<file path="config.mk">
export PLATFORM = sky130hd
export DESIGN_NAME = svq_front
export DESIGN_NICKNAME = d
export VERILOG_FILES = /design/src/rtl/svq_pkg.sv /design/src/rtl/svq_front.sv
export SDC_FILE = /design/constraint.sdc
export NUM_CORES = 1
export LEC_CHECK = 0
export ABC_AREA = 1
export BUFFER_PORTS_ARGS = -buffer_cell sky130_fd_sc_hd__buf_2
export CORE_AREA = 2 2 234 167
export CTS_CLUSTER_DIAMETER = 120
export CTS_CLUSTER_SIZE = 24
export DETAILED_ROUTE_END_ITERATION = 7
export DIE_AREA = 0 0 236 169
export PLACE_DENSITY_LB_ADDON = 0.08
export REMOVE_ABC_BUFFERS = 1
export SETUP_SLACK_MARGIN = 0.15
export SLEW_MARGIN = 20
export SYNTH_ARGS = -nofsm -noshare
export SYNTH_HDL_FRONTEND = slang
export SYNTH_SLANG_ARGS = --single-unit
</file>
<file path="constraint.sdc">
create_clock -name clk -period 9.88 [get_ports clk]
set_input_delay 0.494 -clock clk [delete_from_list [all_inputs] [get_ports clk]]
set_output_delay 0.494 -clock clk [all_outputs]
set_load 0.1 [all_outputs]
</file>
<file path="src/rtl/svq_pkg.sv">
// svq_pkg: shared types and constants for the split virtqueue descriptor manager
// no dependencies; imported by svq_front, svq_back and the top level
package svq_pkg;

  localparam logic [15:0] CHAIN_END        = 16'hffff;
  localparam logic [7:0]  QUEUE_SIZE_RESET = 8'd128;

  localparam logic [1:0] KIND_DESC   = 2'd0;
  localparam logic [1:0] KIND_AVAIL  = 2'd1;
  localparam logic [1:0] KIND_POLL   = 2'd2;
  localparam logic [1:0] KIND_REJECT = 2'd3;

  localparam logic [2:0] ST_OK      = 3'd0;
  localparam logic [2:0] ST_INVALID = 3'd1;
  localparam logic [2:0] ST_NOSPACE = 3'd2;
  localparam logic [2:0] ST_EMPTY   = 3'd3;
  localparam logic [2:0] ST_BADID   = 3'd4;

  typedef enum logic {
    OP_ADD  = 1'b0,
    OP_POLL = 1'b1
  } op_e_t;

  typedef struct packed {
    logic        mode;
    logic [63:0] buf_addr;
    logic [31:0] buf_len;
    logic        dev_writable;
    logic [7:0]  chain_length;
    logic [31:0] token;
    logic [15:0] device_used_index;
    logic [15:0] used_id;
    logic [31:0] used_len;
  } item_t;

  typedef struct packed {
    logic [1:0]  kind;
    logic [2:0]  status;
    logic [15:0] slot_index;
    logic [63:0] desc_addr;
    logic [31:0] desc_len;
    logic [1:0]  desc_flags;
    logic [15:0] desc_next;
    logic [15:0] published_index;
    logic [31:0] ret_token;
    logic [31:0] ret_len;
    logic        last;
  } result_t;

  // request as classified by the front end
  typedef struct packed {
    op_e_t op;
    item_t it;
  } cmd_t;

endpackage

</file>
<file path="src/rtl/svq_front.sv">
// svq_front: accepts requests, classifies them and holds them in a two-entry queue
// depends on svq_pkg
module svq_front import svq_pkg::*; (
  input  logic  clk,
  input  logic  rst,
  input  logic  start,
  input  item_t item,
  input  logic  clearing,
  output logic  busy,
  output logic  cmd_valid,
  output cmd_t  cmd,
  input  logic  cmd_pop
);

  cmd_t       q [2];
  logic       wr_ptr;
  logic       rd_ptr;
  logic [1:0] count;
  logic       push;

  assign busy      = clearing || (count == 2'd2);
  assign push      = start && !busy;
  assign cmd_valid = (count != 2'd0);
  assign cmd       = q[rd_ptr];

  always_ff @(posedge clk) begin
    if (push) begin
      q[wr_ptr].op <= item.mode ? OP_POLL : OP_ADD;
      q[wr_ptr].it <= item;
    end
  end

  always_ff @(posedge clk) begin
    if (rst) begin
      wr_ptr <= 1'b0;
      rd_ptr <= 1'b0;
      count  <= 2'd0;
    end else begin
      if (push) wr_ptr <= ~wr_ptr;
      if (cmd_pop) rd_ptr <= ~rd_ptr;
      count <= count + 2'(push) - 2'(cmd_pop);
    end
  end

endmodule

</file>
==> summary.md <==
| Metric | Value |
|---|---|
| Initial core utilization | 0.394 |
| Clock share of power | 0.240 |
| Area Overhead vs Synth | 21.1% |
| Clock insertion delay at the later pin of the skew report | about 0.55 ns |
| Slew headroom | 0.353 |
| HP Start | item[91] |
| Hold Fails Final Rpt | 0 |
| Post-cts sizing count | 0 |
| Nets | 1294 |
| Total power | about 3.8 mW |
| Final non-filler cell area | 18000 sq um |
| Via Count | 7434 |
| Top Family by Delay on Critical Path | buffers and inverters |
| Hold Path Sink | q[1][91]$_DFFE_PP_ |
| WP data arrival | 3.18 ns |
| Antenna violations before repair | 11 |
| Max-slew violations | 0 |
| Post-CTS Setup Repair Bufs | 0 |
| Synth Register Bits | 409 |
| Wire length of the first global-routing pass | ~47000 um |
| # IOs | 412 |
| R2r endpoint | q[0][158]$_DFFE_PP_ |
| Critical path class | flop to output port |
| LEAKAGE | 6.55 nW |
| Total core area | 37800 sq um |
| Hpwl dp | 21200 um |
| Via density | 4.67 |
| Sw frac | 0.335 |
| Num CTS Buffers | 21 |
| Area fraction of the dominant cell type after synthesis | 0.815 |
| Status | complete, no violations |
| Peak supply drop | around 0.13 mV |
| Syn_area_per_cell | around 22 sq um |
| Comb pwr share | 0.238 |
| Final setup margin | 6.20 ns |
| WHS Path Cells | 1 |
| Cell area after synthesis | around 15000 sq um |
| Max Fclk | 272 MHz |
| Tot GR Track Use | 0.155 |
| Pwr/cell area | 213 nW/um^2 |
| Tcrit/Tclk final | 0.372 |
| Grt total ovfl | 0 |
| Post-DP Area | 17400 sq um |
| Post-route DRC | 0 |
| Hold_buf cts | 0 |
| Sequential fraction of the synthesis area | 0.821 |
| R2R setup slack | 6.47 ns |
| Final core occ | 0.478 |
| Startpoint Class | flop |
| Final Wtd Congestion | 0.722 |
| Yosys synthesis warning count | 0 |
| Row cnt | 60 |
| Vias in the first global route | 7601 |
| R2R cell count | 6 |
| Commonest non-fill, non-tap cell in the layout | buf_2 |
| Max H-tree Level | 1 |
| Distinct cells, synth | 14 |
| Max stage delay cell, worst path | buf_4 |
| DR pass1 iterations | 4 |
| Die X | ~240 um |
| Busiest grt layer | met2 |
| Setup_tns | 0 ns |
| CP Cell Sequence | buf_16, buf_4, mux2_2, buf_2 |
| Net Sw Power | 1.29 mW |
| Clock Sinks | 409 |
| Placed Cells | 1557 |
| Min Tclk post-route | about 3.7 ns |
| PortBufs | between 400 and 500 |
| TritonCTS clock tree | built |
| Crit Path Max Fanout | 66 |
| WL final | 31800 um |
| Routed Antenna Nets | 0 |
| Hold crit path type | primary input to flop |
| Routing usage on met1 | 0.195 |
| Die outline height | 169 um |
| RSZ-0062 raised after global routing | false |
| Reg power frac | 0.522 |
| Routed WL per cell | roughly 20 um |
| CP max stage delay | 0.77 ns |
| Synth area leaders | edfxtp_1 (81%), mux2_2 (15%), buf_6 (1.4%) |
| Longest Clk Path Bufs | 3 |
| Worst Skew | between 0.02 and 0.03 ns |
| Int Power | ~2.6 mW |
| Crit path required time | 9.39 ns |
| Largest area contributor in the netlist | edfxtp_1 |
| Slew @ Worst Pin | 0.971 ns |
| Reported max-cap violation count | 0 |
| Synth Instances | 666 |
| Critical path capture point type | output port |
| Die ar. | 39900 sq um |
| CTS clk-pin slew, worst paths | 0.09 ns |
| Iter 0 DRT Violations | about 380 |
| Layout cells sized above 1 | 0.592 |
| Worst hold margin | about 0.13 ns |
| Post-place setup slack | roughly 6.2 ns |
| Worst reg2reg startpoint | count[0]$_SDFF_PP0_ |
| Fill cells | 3300 |
| Clock Root Buffer | clkbuf_16 |
| Most frequent cells in the layout | buf_2 (411), edfxtp_1 (404), mux2_2 (202) |
| Setup Viol. Count Final | 0 |
| CP bufs+invs | 3 |
| GR Util met3 | 0.0563 |
| Layout Cells excl Fill | 1593 |
| GR Util met2 | 0.257 |
| Largest net degree at the start of global routing | 85 |
==> power by group through the flow <==
stage | Sequential, mW | Combinational (mW) | Clock (mW)
CTS | 2.02 | 0.916 | 0.966
detailed placement | 2.06 | 0.914 | 0
global route | 2.01 | 0.946 | 1.02
floorplan | 2.08 | 0.752 | 0
finish | 2.01 | 0.916 | 0.923
global placement | 2.05 | 0.913 | 0
==> worst max-delay path by stage <==
| stage | to | cells past startpoint | slack, ns | startpoint |
|---|---|---|---|---|
| global route | cmd[156] | 4 | 5.97 | flop |
| finish | cmd[156] | 4 | 6.20 | flop |
| CTS | cmd[156] | 3 | 5.86 | flop |
| detailed placement | q[0][127]$_DFFE_PP_ | 6 | 6.25 | clearing |
| global placement | q[0][121]$_DFFE_PP_ | 6 | 6.30 | clearing |
| floorplan | q[0][0]$_DFFE_PP_ | 3 | 0.05 | clearing |
==> cells by family (layout without fill, tap and decap cells) <==
group / after synthesis / after routing / share of synthesized area
flip-flops: 409 / 409 / 0.821
multiplexers: 202 / 202 / 0.153
buffers and inverters: 34 / 461 / 0.0186
AND/OR/NAND/NOR: 17 / 17 / 0.00462
adder cells (fa/ha/maj): 2 / 2 / 0.00168
AO/OA/AOI/OAI: 1 / 1 / 0.000336
XOR/XNOR: 1 / 1 / 0.000588
other: 0 / 4 / 0
==> worst reg2reg max path, delay by kind of cell (launching register included) <==
family        cells  cell delay (ns)
buf+inv           3             1.72
simple gates      3             0.89
flops             1             0.35
==> flip-flops by register name, summed over array words and instances, names as in the netlist, named ones only <==
| register | flops |
|---|---|
| count | 2 |
| q | 404 |
| rd_ptr | 1 |
| wr_ptr | 1 |
==> layer usage <==
| metal | routed length (um) | share of wire | vias up |
|---|---|---|---|
| met1 | 13300 | 0.42 | 3730 |
| met3 | 2340 | 0.074 | 42 |
| met2 | 15400 | 0.49 | 199 |
| met4 | 637 | 0.020 | 14 |
| li1 | - | - | 3449 |
| met5 | 88 | 0.0028 | - |
==> area by class of cell <==
type | count | area [sq um] | share of cell area
inverter | 11 | 48.8 | 0.00271
tap | 496 | 621 | 0.0344
clock buffer | 29 | 556 | 0.0308
antenna | 4 | 10.0 | 0.000555
timing repair buffer | 419 | 2140 | 0.118
sequential | 409 | 12200 | 0.678
clock inverter | 2 | 38.8 | 0.00215
multi-input combinational | 223 | 2390 | 0.133
==> cells in the mapped netlist <==
cell and count:
mux2_2 202, nand4_1 1, nand2_1 8, edfxtp_1 404
dfxtp_1 5, ha_1 2, nand3_1 2, xnor2_1 1
nor2_1 6, buf_4 3, buf_6 18, inv_1 11
buf_2 2, a21oi_1 1
(Power assumes the default switching activity.)
